$ cat src/rtl/fijcv_pkg.sv
package fijcv_pkg;

	localparam int MAX_WINDOW    = 64;
	localparam int INTERVAL_BITS = 24;

	localparam int STAMP_W  = 64;
	localparam int WIN_W    = 7;
	localparam int SC_W     = 7;
	localparam int CV_W     = 21;
	localparam int STATUS_W = 2;

	localparam int DIGIT_W = 8;
	localparam int DIGITS  = STAMP_W / DIGIT_W;
	localparam int SEQ_W   = $clog2((DIGITS > INTERVAL_BITS) ? DIGITS : INTERVAL_BITS);

	localparam int CNT_W   = $clog2(MAX_WINDOW + 1);
	localparam int PHASE_W = $clog2(MAX_WINDOW);
	localparam int SUM_W   = INTERVAL_BITS + PHASE_W;
	localparam int SQ_W    = 2 * (INTERVAL_BITS - 1) + PHASE_W + 1;

	localparam int CV_LIMIT = 1000000;
	localparam int unsigned CV_SCALE = 400000000;
	localparam int K_W    = $clog2(CV_SCALE);
	localparam int S_W    = SUM_W;
	localparam int D_W    = S_W + 1;
	localparam int V_W    = CNT_W + SQ_W;
	localparam int ROOT_W = (V_W + K_W + 1) / 2;
	localparam int X_W    = 2 * ROOT_W;
	localparam int R_W    = ROOT_W + 3;
	localparam int NUM_W  = ROOT_W + 1;
	localparam int CVC_W  = $clog2(NUM_W);

	localparam logic [STATUS_W-1:0] ST_VALID     = 2'd0;
	localparam logic [STATUS_W-1:0] ST_EMPTY     = 2'd1;
	localparam logic [STATUS_W-1:0] ST_ZERO_MEAN = 2'd2;

	typedef struct packed {
		logic [CNT_W-1:0] count;
		logic [SUM_W-1:0] sum;
		logic [SQ_W-1:0]  sq;
	} cv_req_t;

	typedef struct packed {
		logic [CV_W-1:0]     cv;
		logic [STATUS_W-1:0] status;
	} cv_rsp_t;

endpackage

$ cat src/rtl/fijcv_cv.sv
module fijcv_cv (
	input  logic              clk,
	input  logic              arst_n,
	input  logic              start,
	input  fijcv_pkg::cv_req_t req,
	output logic              done,
	output fijcv_pkg::cv_rsp_t rsp
);

	localparam logic [2:0] CV_IDLE = 3'd0;
	localparam logic [2:0] CV_NQ   = 3'd1;
	localparam logic [2:0] CV_S2   = 3'd2;
	localparam logic [2:0] CV_X    = 3'd3;
	localparam logic [2:0] CV_SQRT = 3'd4;
	localparam logic [2:0] CV_DIV  = 3'd5;
	localparam logic [2:0] CV_DONE = 3'd6;

	logic [2:0]                        state_q;
	logic                              done_q;
	logic [fijcv_pkg::CVC_W-1:0]       cnt_q;
	logic                              neg_q;
	logic [fijcv_pkg::STATUS_W-1:0]    status_q;
	logic [fijcv_pkg::S_W-1:0]         s_q;
	logic [fijcv_pkg::X_W-1:0]         acc_q;
	logic [fijcv_pkg::X_W-1:0]         mcand_q;
	logic [fijcv_pkg::S_W-1:0]         mplier_q;
	logic [fijcv_pkg::R_W-1:0]         rem_q;
	logic [fijcv_pkg::ROOT_W-1:0]      root_q;
	logic [fijcv_pkg::NUM_W-1:0]       quo_q;
	logic [fijcv_pkg::D_W-1:0]         drem_q;
	fijcv_pkg::cv_rsp_t                rsp_q;

	logic [fijcv_pkg::S_W-1:0]    s_in;
	logic                         req_empty;
	logic                         req_zero;
	logic [fijcv_pkg::X_W-1:0]    pp;
	logic [fijcv_pkg::X_W-1:0]    acc_add;
	logic [fijcv_pkg::X_W-1:0]    acc_sub;
	logic [fijcv_pkg::X_W-1:0]    v_val;
	logic [fijcv_pkg::R_W-1:0]    r2;
	logic [fijcv_pkg::R_W-1:0]    t;
	logic                         sq_ge;
	logic [fijcv_pkg::ROOT_W-1:0] root_nxt;
	logic [fijcv_pkg::NUM_W-1:0]  num;
	logic [fijcv_pkg::D_W-1:0]    dvs;
	logic [fijcv_pkg::D_W:0]      dr2;
	logic [fijcv_pkg::D_W:0]      dr_diff;
	logic                         div_ge;
	logic [fijcv_pkg::CV_W-1:0]   cap;
	logic [fijcv_pkg::CV_W-1:0]   cv_fin;

	assign s_in = req.sum[fijcv_pkg::SUM_W-1] ?
		(~req.sum + fijcv_pkg::SUM_W'(1)) : req.sum;
	assign req_empty = (req.count == '0);
	assign req_zero  = (req.sum == '0);

	// shift-add (or shift-subtract) multiply, one multiplier bit per cycle
	assign pp      = mplier_q[0] ? mcand_q : '0;
	assign acc_add = acc_q + pp;
	assign acc_sub = acc_q - pp;
	assign v_val   = acc_sub[fijcv_pkg::X_W-1] ? '0 : acc_sub;

	// restoring square root, two radicand bits per cycle
	assign r2       = {rem_q[fijcv_pkg::R_W-3:0], acc_q[fijcv_pkg::X_W-1 -: 2]};
	assign t        = {1'b0, root_q, 2'b01};
	assign sq_ge    = (r2 >= t);
	assign root_nxt = {root_q[fijcv_pkg::ROOT_W-2:0], sq_ge};
	assign num      = {1'b0, root_nxt} + fijcv_pkg::NUM_W'(s_q);

	// restoring divide, one quotient bit per cycle
	assign dvs     = {s_q, 1'b0};
	assign dr2     = {drem_q, quo_q[fijcv_pkg::NUM_W-1]};
	assign div_ge  = (dr2 >= {1'b0, dvs});
	assign dr_diff = dr2 - {1'b0, dvs};

	assign cap = (quo_q > fijcv_pkg::NUM_W'(fijcv_pkg::CV_LIMIT)) ?
		fijcv_pkg::CV_W'(fijcv_pkg::CV_LIMIT) : quo_q[fijcv_pkg::CV_W-1:0];

	always_comb begin
		if (status_q != fijcv_pkg::ST_VALID) begin
			cv_fin = '0;
		end else if (neg_q) begin
			cv_fin = ~cap + fijcv_pkg::CV_W'(1);
		end else begin
			cv_fin = cap;
		end
	end

	always_ff @(posedge clk or negedge arst_n) begin
		if (!arst_n) begin
			state_q <= CV_IDLE;
			done_q  <= 1'b0;
		end else begin
			done_q <= 1'b0;
			unique case (state_q)
				CV_IDLE: begin
					if (start) begin
						state_q <= (req_empty || req_zero) ? CV_DONE : CV_NQ;
					end
				end
				CV_NQ: begin
					if (cnt_q == '0) state_q <= CV_S2;
				end
				CV_S2: begin
					if (cnt_q == '0) state_q <= CV_X;
				end
				CV_X: begin
					if (cnt_q == '0) state_q <= CV_SQRT;
				end
				CV_SQRT: begin
					if (cnt_q == '0) state_q <= CV_DIV;
				end
				CV_DIV: begin
					if (cnt_q == '0) state_q <= CV_DONE;
				end
				CV_DONE: begin
					done_q  <= 1'b1;
					state_q <= CV_IDLE;
				end
				default: begin
					state_q <= CV_IDLE;
				end
			endcase
		end
	end

	always_ff @(posedge clk) begin
		unique case (state_q)
			CV_IDLE: begin
				if (start) begin
					neg_q    <= req.sum[fijcv_pkg::SUM_W-1];
					s_q      <= s_in;
					acc_q    <= '0;
					mcand_q  <= fijcv_pkg::X_W'(req.sq);
					mplier_q <= fijcv_pkg::S_W'(req.count);
					cnt_q    <= fijcv_pkg::CVC_W'(fijcv_pkg::CNT_W - 1);
					if (req_empty) begin
						status_q <= fijcv_pkg::ST_EMPTY;
					end else if (req_zero) begin
						status_q <= fijcv_pkg::ST_ZERO_MEAN;
					end else begin
						status_q <= fijcv_pkg::ST_VALID;
					end
				end
			end
			CV_NQ: begin
				acc_q <= acc_add;
				if (cnt_q == '0) begin
					mcand_q  <= fijcv_pkg::X_W'(s_q);
					mplier_q <= s_q;
					cnt_q    <= fijcv_pkg::CVC_W'(fijcv_pkg::S_W - 1);
				end else begin
					mcand_q  <= mcand_q << 1;
					mplier_q <= mplier_q >> 1;
					cnt_q    <= cnt_q - 1'b1;
				end
			end
			CV_S2: begin
				if (cnt_q == '0) begin
					acc_q    <= '0;
					mcand_q  <= v_val;
					mplier_q <= fijcv_pkg::S_W'(fijcv_pkg::CV_SCALE);
					cnt_q    <= fijcv_pkg::CVC_W'(fijcv_pkg::K_W - 1);
				end else begin
					acc_q    <= acc_sub;
					mcand_q  <= mcand_q << 1;
					mplier_q <= mplier_q >> 1;
					cnt_q    <= cnt_q - 1'b1;
				end
			end
			CV_X: begin
				acc_q <= acc_add;
				if (cnt_q == '0) begin
					rem_q  <= '0;
					root_q <= '0;
					cnt_q  <= fijcv_pkg::CVC_W'(fijcv_pkg::ROOT_W - 1);
				end else begin
					mcand_q  <= mcand_q << 1;
					mplier_q <= mplier_q >> 1;
					cnt_q    <= cnt_q - 1'b1;
				end
			end
			CV_SQRT: begin
				rem_q  <= sq_ge ? (r2 - t) : r2;
				root_q <= root_nxt;
				acc_q  <= acc_q << 2;
				if (cnt_q == '0) begin
					quo_q  <= num;
					drem_q <= '0;
					cnt_q  <= fijcv_pkg::CVC_W'(fijcv_pkg::NUM_W - 1);
				end else begin
					cnt_q <= cnt_q - 1'b1;
				end
			end
			CV_DIV: begin
				drem_q <= div_ge ? dr_diff[fijcv_pkg::D_W-1:0] : dr2[fijcv_pkg::D_W-1:0];
				quo_q  <= {quo_q[fijcv_pkg::NUM_W-2:0], div_ge};
				cnt_q  <= cnt_q - 1'b1;
			end
			CV_DONE: begin
				rsp_q.cv     <= cv_fin;
				rsp_q.status <= status_q;
			end
			default: begin
			end
		endcase
	end

	assign done = done_q;
	assign rsp  = rsp_q;

endmodule

$ cat src/rtl/frame_interval_jitter_cv_core.sv
// one frame in flight; with a nonzero previous timestamp a frame runs the interval subtract
// digit by digit, then saturation and bit-serial squaring; without one it skips all three
// a reporting frame adds bit-serial multiply, square root and divide (skipped for an empty
// or zero-mean window); its report rises together with the next ready
// an unread report holds the next reporting frame in its last state
// arst_n clears phase, previous timestamp, sums and sample count; the window length resets to 25
module frame_interval_jitter_cv_core (
	input  logic                                  clk,
	input  logic                                  arst_n,
	input  logic                                  in_valid,
	output logic                                  in_ready,
	input  logic signed [fijcv_pkg::STAMP_W-1:0]  frame_stamp,
	output logic                                  out_valid,
	input  logic                                  out_ready,
	output logic signed [fijcv_pkg::STAMP_W-1:0]  report_stamp,
	output logic signed [fijcv_pkg::CV_W-1:0]     cv_centi_percent,
	output logic [fijcv_pkg::SC_W-1:0]            sample_count,
	output logic [fijcv_pkg::STATUS_W-1:0]        report_status,
	input  logic                                  cfg_valid,
	output logic                                  cfg_ready,
	input  logic [fijcv_pkg::WIN_W-1:0]           window_frames
);

	localparam logic [2:0] S_IDLE = 3'd0;
	localparam logic [2:0] S_SUB  = 3'd1;
	localparam logic [2:0] S_SAT  = 3'd2;
	localparam logic [2:0] S_SQR  = 3'd3;
	localparam logic [2:0] S_POST = 3'd4;
	localparam logic [2:0] S_CV   = 3'd5;
	localparam logic [2:0] S_FIN  = 3'd6;

	localparam int IB = fijcv_pkg::INTERVAL_BITS;
	localparam int SW = fijcv_pkg::STAMP_W;
	localparam int DW = fijcv_pkg::DIGIT_W;

	logic [2:0]                      state_q;
	logic [fijcv_pkg::SEQ_W-1:0]     seq_q;
	logic [SW-1:0]                   stamp_q;
	logic [SW-1:0]                   a_sh_q;
	logic [SW-1:0]                   b_sh_q;
	logic                            carry_q;
	logic [SW-1:0]                   diff_q;
	logic [SW-1:0]                   prev_q;
	logic [fijcv_pkg::PHASE_W-1:0]   phase_q;
	logic [fijcv_pkg::SUM_W-1:0]     sum_q;
	logic [fijcv_pkg::SQ_W-1:0]      sq_q;
	logic [fijcv_pkg::CNT_W-1:0]     count_q;
	logic [fijcv_pkg::SQ_W-1:0]      mcand_q;
	logic [IB-1:0]                   mplier_q;
	logic                            rep_q;
	logic [fijcv_pkg::WIN_W-1:0]     window_q;
	logic                            out_valid_q;

	logic [DW:0]                     dsum;
	logic                            diff_neg;
	logic                            hi_ones;
	logic                            hi_any;
	logic [IB-1:0]                   d_val;
	logic [IB-1:0]                   mag_val;
	logic [fijcv_pkg::SUM_W-1:0]     sum_nxt;
	logic [fijcv_pkg::SQ_W-1:0]      pp;
	logic [fijcv_pkg::CNT_W-1:0]     win_len;
	logic [fijcv_pkg::CNT_W-1:0]     phase_inc;
	logic [fijcv_pkg::PHASE_W-1:0]   phase_nxt;
	logic                            fin_go;
	logic                            load_rep;
	logic                            cv_start;
	logic                            cv_done;
	fijcv_pkg::cv_req_t              cv_req;
	fijcv_pkg::cv_rsp_t              cv_rsp;

	assign in_ready  = (state_q == S_IDLE);
	assign cfg_ready = 1'b1;
	assign out_valid = out_valid_q;

	// interval subtract, one digit per cycle, low digit first
	assign dsum = {1'b0, a_sh_q[DW-1:0]} + {1'b0, ~b_sh_q[DW-1:0]}
		+ {{DW{1'b0}}, carry_q};

	// sign of the exact 65-bit difference
	assign diff_neg = stamp_q[SW-1] ^ ~prev_q[SW-1] ^ carry_q;
	assign hi_ones  = &diff_q[SW-1:IB-1];
	assign hi_any   = |diff_q[SW-1:IB-1];

	always_comb begin
		if (diff_neg) begin
			if (hi_ones) begin
				d_val   = diff_q[IB-1:0];
				mag_val = ~diff_q[IB-1:0] + IB'(1);
			end else begin
				d_val   = {1'b1, {(IB-1){1'b0}}};
				mag_val = {1'b1, {(IB-1){1'b0}}};
			end
		end else if (hi_any) begin
			d_val   = {1'b0, {(IB-1){1'b1}}};
			mag_val = {1'b0, {(IB-1){1'b1}}};
		end else begin
			d_val   = diff_q[IB-1:0];
			mag_val = diff_q[IB-1:0];
		end
	end

	assign sum_nxt = sum_q + {{(fijcv_pkg::SUM_W-IB){d_val[IB-1]}}, d_val};
	assign pp      = mplier_q[0] ? mcand_q : '0;

	always_comb begin
		if (window_q == '0) begin
			win_len = fijcv_pkg::CNT_W'(1);
		end else if (int'(window_q) > fijcv_pkg::MAX_WINDOW) begin
			win_len = fijcv_pkg::CNT_W'(fijcv_pkg::MAX_WINDOW);
		end else begin
			win_len = fijcv_pkg::CNT_W'(window_q);
		end
	end

	assign phase_inc = fijcv_pkg::CNT_W'(phase_q) + fijcv_pkg::CNT_W'(1);
	assign phase_nxt = (phase_inc >= win_len) ? '0 : phase_inc[fijcv_pkg::PHASE_W-1:0];

	// report waits here only while the previous one is still unread
	assign fin_go   = (state_q == S_FIN) && !(rep_q && out_valid_q && !out_ready);
	assign load_rep = fin_go && rep_q;
	assign cv_start = (state_q == S_POST) && (phase_q == '0);

	assign cv_req.count = count_q;
	assign cv_req.sum   = sum_q;
	assign cv_req.sq    = sq_q;

	fijcv_cv u_cv (
		.clk    (clk),
		.arst_n (arst_n),
		.start  (cv_start),
		.req    (cv_req),
		.done   (cv_done),
		.rsp    (cv_rsp)
	);

	always_ff @(posedge clk or negedge arst_n) begin
		if (!arst_n) begin
			state_q     <= S_IDLE;
			prev_q      <= '0;
			phase_q     <= '0;
			sum_q       <= '0;
			sq_q        <= '0;
			count_q     <= '0;
			rep_q       <= 1'b0;
			window_q    <= fijcv_pkg::WIN_W'(25);
			out_valid_q <= 1'b0;
		end else begin
			if (cfg_valid) window_q <= window_frames;
			if (load_rep) begin
				out_valid_q <= 1'b1;
			end else if (out_valid_q && out_ready) begin
				out_valid_q <= 1'b0;
			end
			unique case (state_q)
				S_IDLE: begin
					if (in_valid) state_q <= (prev_q != '0) ? S_SUB : S_POST;
				end
				S_SUB: begin
					if (seq_q == '0) state_q <= S_SAT;
				end
				S_SAT: begin
					sum_q   <= sum_nxt;
					count_q <= count_q + fijcv_pkg::CNT_W'(1);
					state_q <= S_SQR;
				end
				S_SQR: begin
					sq_q <= sq_q + pp;
					if (seq_q == '0) state_q <= S_POST;
				end
				S_POST: begin
					rep_q   <= (phase_q == '0);
					state_q <= (phase_q == '0) ? S_CV : S_FIN;
				end
				S_CV: begin
					if (cv_done) state_q <= S_FIN;
				end
				S_FIN: begin
					if (fin_go) begin
						prev_q  <= stamp_q;
						phase_q <= phase_nxt;
						if (rep_q) begin
							sum_q   <= '0;
							sq_q    <= '0;
							count_q <= '0;
						end
						state_q <= S_IDLE;
					end
				end
				default: begin
					state_q <= S_IDLE;
				end
			endcase
		end
	end

	always_ff @(posedge clk) begin
		unique case (state_q)
			S_IDLE: begin
				if (in_valid) begin
					stamp_q <= frame_stamp;
					a_sh_q  <= frame_stamp;
					b_sh_q  <= prev_q;
					carry_q <= 1'b1;
					seq_q   <= fijcv_pkg::SEQ_W'(fijcv_pkg::DIGITS - 1);
				end
			end
			S_SUB: begin
				diff_q  <= {dsum[DW-1:0], diff_q[SW-1:DW]};
				a_sh_q  <= a_sh_q >> DW;
				b_sh_q  <= b_sh_q >> DW;
				carry_q <= dsum[DW];
				seq_q   <= seq_q - 1'b1;
			end
			S_SAT: begin
				mcand_q  <= fijcv_pkg::SQ_W'(mag_val);
				mplier_q <= mag_val;
				seq_q    <= fijcv_pkg::SEQ_W'(IB - 1);
			end
			S_SQR: begin
				mcand_q  <= mcand_q << 1;
				mplier_q <= mplier_q >> 1;
				seq_q    <= seq_q - 1'b1;
			end
			S_FIN: begin
				if (fin_go && rep_q) begin
					report_stamp     <= stamp_q;
					cv_centi_percent <= cv_rsp.cv;
					sample_count     <= fijcv_pkg::SC_W'(count_q);
					report_status    <= cv_rsp.status;
				end
			end
			default: begin
			end
		endcase
	end

endmodule

$ cat config.mk
export PLATFORM = sky130hd
export DESIGN_NAME = frame_interval_jitter_cv_core
export DESIGN_NICKNAME = d
export VERILOG_FILES = /design/src/rtl/fijcv_pkg.sv /design/src/rtl/fijcv_cv.sv /design/src/rtl/frame_interval_jitter_cv_core.sv
export SDC_FILE = /design/constraint.sdc
export NUM_CORES = 2
export LEC_CHECK = 0
export BUFFER_PORTS_ARGS = -buffer_cell sky130_fd_sc_hd__buf_2
export CORE_MARGIN = 5
export CORE_UTILIZATION = 60
export DETAILED_ROUTE_END_ITERATION = 12
export GPL_ROUTABILITY_DRIVEN = 0
export PLACE_DENSITY = 0.84
export REMOVE_ABC_BUFFERS = 1
export SYNTH_ARGS = -nofsm -noshare
export SYNTH_HDL_FRONTEND = slang
export SYNTH_SLANG_ARGS = --single-unit
$ cat constraint.sdc
create_clock -name clk -period 11.2 [get_ports clk]
set_input_delay 1.12 -clock clk [delete_from_list [all_inputs] [get_ports clk]]
set_output_delay 1.12 -clock clk [all_outputs]
set_load 0.05 [all_outputs]
==> insert_results.sql <==
INSERT INTO impl_metrics (metric_group, metric, value, unit) VALUES
('pwr', 'internal_power', '12200', 'uW'),
('clocking', 'cts.hold.buffers_added', '0', ''),
('critical_path', 'startpoint', 'u_cv.root_q[0]', ''),
('yosys', 'post_synth_inst_count', '6720', ''),
('timing', 'slew_viol_final', '0', ''),
('placement', 'placement.cell_area', '67500', 'um2'),
('drt', 'vias_per_cell', '6.60', ''),
('layout', 'layout.cells.non_filler', '8232', ''),
('pwr', 'combPwrFrac', '50.3', '%'),
('run_status', 'run_status', 'finished, final reports clean', ''),
('pwr', 'swShare', '43.7', '%'),
('clocking', 'cts_tree', 'yes', ''),
('drt', 'route.antenna.remaining_nets', '0', ''),
('die', 'floorplan.initialDensity', '60.3', '%'),
('critical_path', 'cp.required', '11.71', 'ns'),
('pwr', 'power.leakage', '0.0293', 'uW'),
('pwr', 'power.share.sequential', '32.2', '%'),
('die', 'io-pin-count', '173', ''),
('layout', 'final_nets', '7194', ''),
('critical_path', 'cp_max_fo', '8', ''),
('global_route', 'grt_start_max_net_pins', '100', ''),
('clocking', 'cts_setup_buffers', '0', ''),
('placement', 'port_buffers', '171', ''),
('timing', 'fin_crit_sh', '70.4', '%'),
('timing', 'postLayoutSetupSlackWorst', '3.32', 'ns'),
('timing', 'max_slew_margin', '20.5', '%'),
('die', 'core_area', '109000', 'um2'),
('global_route', 'grt_pass1_vias', '53200', ''),
('drt', 'post-route-drc-count', '0', ''),
('drt', 'dr_total_vias', '54300', ''),
('clocking', 'post_cts_resize_count', '0', ''),
('drt', 'drtPass1Iterations', '8', ''),
('clocking', 'clock_path_buffers', '3', ''),
('critical_path', 'worstSetupEndpointType', 'flip-flop', ''),
('drt', 'route.final.wire_length', '179', 'mm'),
('placement', 'post_placement_worst_setup_slack', '3.64', 'ns'),
('flow_run', 'drv_cap', '0', ''),
('yosys', 'count_of_different_cell_masters_after_synthesis', '88', ''),
('layout', 'layout_commonest_cell', 'sky130_fd_sc_hd__edfxtp_1', ''),
('pwr', 'power.share.clock', '17.5', '%'),
('critical_path', 'cp-start-kind', 'flip-flop', ''),
('die', 'vert_die_dim', '341', 'um'),
('global_route', 'grt-ovfl-total', '0', ''),
('yosys', 'total_standard_cell_area_after_synthesis', '65600', 'um2'),
('die', 'die_w', '341', 'um'),
('layout', 'post_route_cells_drive_above_1_share', '8.99', '%'),
('global_route', 'grt_antenna_before_repair', '6', ''),
('clocking', 'clkSlewWorstSetupHoldPaths', '0.06', 'ns'),
('pwr', 'vdd.ir_drop.worst', '0.205', 'mV'),
('timing', 'finalCriticalPeriod', '7.88', 'ns'),
('layout', 'area_growth_syn_to_layout', '8.75', '%'),
('pwr', 'net-switching-power', '9510', 'uW'),
('timing', 'worstMarginPinSlew', '1.19', 'ns'),
('yosys', 'postSynth.asyncResetShare', '16.8', '%'),
('layout', 'most-common-layout-cells', '873 x sky130_fd_sc_hd__edfxtp_1, 814 x sky130_fd_sc_hd__nand2_1, 591 x sky130_fd_sc_hd__nor2_1', ''),
('layout', 'utilization_after_layout', '65.6', '%'),
('critical_path', 'critical-path-top-cell-by-count', 'sky130_fd_sc_hd__a311oi_1', ''),
('yosys', 'synth_flop_cell', 'sky130_fd_sc_hd__edfxtp_1', ''),
('layout', 'final_design_area_no_fill', '71300', 'um2'),
('timing', 'hold_viol', '0', ''),
('critical_path', 'worst-endpoint-arrival', '8.40', 'ns'),
('yosys', 'postSynthAreaPerCell', '9.76', 'um2'),
('clocking', 'clk_latency', '0.77', 'ns'),
('yosys', 'synth-edff-count', '873', ''),
('critical_path', 'critical_path.slowest_cell', 'sky130_fd_sc_hd__a2111oi_0', ''),
('die', 'fp.dieArea', '116000', 'um2'),
('critical_path', 'timing.rr.start', 'u_cv.root_q[0]', ''),
('clocking', 'ctsRootBufferMaster', 'sky130_fd_sc_hd__clkbuf_16', ''),
('clocking', 'h-tree-depth', '3', ''),
('timing', 'tns', '0', 'ns'),
('yosys', 'ys.warnings.count', '0', '');
-- power groups by stage --
stage | logic [uW] | clock network, uW | registers (uW)
final | 10900 | 3800 | 7000
after global routing | 11900 | 4000 | 7110
after CTS | 10700 | 3840 | 6970
after detailed placement | 10500 | 0 | 7020
after global placement | 10200 | 0 | 6950
after floorplan | 8040 | 0 | 6770
-- metrics by stage --
| stage | hold slack, ns | power [uW] |
|---|---|---|
| floorplan | 0.400 | 14800 |
| CTS | 0.309 | 21500 |
| global route | 0.340 | 23000 |
| detailed placement | 0.405 | 17600 |
| finish | 0.326 | 21700 |
| global placement | 0.404 | 17200 |
-- worst max-delay path: cells and delay by family (launching register included) --
kind	cells	cell delay (ns)
AO/OA/AOI/OAI	17	5.16
adder cells (fa/ha/maj)	2	0.54
buffers and inverters	2	0.24
flip-flops	1	0.35
AND/OR/NAND/NOR	7	1.35
-- sequential cells by signal, indices dropped and copies added (netlist names), 21 cells and up --
name / count
a_sh_q: 64
b_sh_q: 64
cv_centi_percent: 21
diff_q: 64
mcand_q: 53
mplier_q: 24
prev_q: 64
report_stamp: 64
sq_q: 53
stamp_q: 64
sum_q: 30
u_cv.acc_q: 90
u_cv.drem_q: 31
u_cv.mcand_q: 90
u_cv.mplier_q: 30
u_cv.quo_q: 46
u_cv.rem_q: 46
u_cv.root_q: 45
u_cv.rsp: 23
u_cv.s_q: 30
-- Yosys cell counts (63+ instances only) --
| cell | instances | share of area [%] |
|---|---|---|
| sky130_fd_sc_hd__nor2_1 | 602 | 3.4 |
| sky130_fd_sc_hd__nand2_1 | 817 | 4.7 |
| sky130_fd_sc_hd__edfxtp_1 | 873 | 40 |
| sky130_fd_sc_hd__clkbuf_1 | 285 | 1.6 |
| sky130_fd_sc_hd__a21oi_1 | 515 | 3.9 |
| sky130_fd_sc_hd__mux2_2 | 118 | 2.0 |
| sky130_fd_sc_hd__nor4_1 | 85 | 0.81 |
| sky130_fd_sc_hd__nor2b_1 | 67 | 0.64 |
| sky130_fd_sc_hd__nand4_1 | 77 | 0.73 |
| sky130_fd_sc_hd__and2_1 | 72 | 0.69 |
| sky130_fd_sc_hd__nor3_1 | 119 | 0.91 |
| sky130_fd_sc_hd__inv_1 | 337 | 1.9 |
| sky130_fd_sc_hd__dfrtp_1 | 173 | 6.6 |
| sky130_fd_sc_hd__nand3_1 | 94 | 0.72 |
| sky130_fd_sc_hd__o21ai_0 | 375 | 2.9 |
| sky130_fd_sc_hd__xor2_1 | 90 | 1.2 |
| sky130_fd_sc_hd__ha_1 | 390 | 7.4 |
| sky130_fd_sc_hd__and3_1 | 68 | 0.65 |
| sky130_fd_sc_hd__mux2i_1 | 68 | 1.0 |
| sky130_fd_sc_hd__a21o_1 | 161 | 1.8 |
| sky130_fd_sc_hd__xnor2_1 | 254 | 3.4 |
| sky130_fd_sc_hd__a211oi_1 | 63 | 0.72 |
| sky130_fd_sc_hd__o21bai_1 | 100 | 1.1 |
-- layout make-up --
class	count	area, um2	area share [%]
clock inverters	67	843	1.18
well taps	1414	1770	2.48
multi-input cells	4990	32500	45.6
diodes	3	7.51	0.0105
repair buffers	228	1290	1.81
inverters	342	1280	1.80
clock buffers	139	2950	4.14
flip-flops and latches	1049	30600	43.0
-- kinds of logic after synthesis --
| group | after synthesis | synth area share (%) |
|---|---|---|
| buffers and inverters | 681 | 3.96 |
| DFF | 1049 | 46.7 |
| muxes | 186 | 3.06 |
| AOI/OAI and AO/OA | 1867 | 18.6 |
| and+or+nand+nor | 2194 | 15.3 |
| other | 1 | 0.00572 |
| adders and majority gates | 398 | 7.69 |
| xor gates and xnor gates | 344 | 4.60 |
-- final timing paths --
check                                  endpoint  slack [ns]  cells after the start
max                              u_cv.quo_q[37]        3.32                     28
min                                    sq_q[48]        0.33                      1
max reg2reg                      u_cv.quo_q[37]        3.32                     28
min reg2reg                cv_centi_percent[10]        0.42                      0
max in group asynchronous       u_cv.state_q[0]        9.53                      2
min in group clk           cv_centi_percent[10]        0.42                      0
-- layer usage --
| metal | track usage, % | share of wire, % |
|---|---|---|
| met2 | 49.1 | 46 |
| met5 | 0 | 0.0061 |
| met3 | 6.55 | 10 |
| met1 | 38.1 | 38 |
| met4 | 14.1 | 5.4 |
No activity file was read; power rests on OpenSTA's default activity.
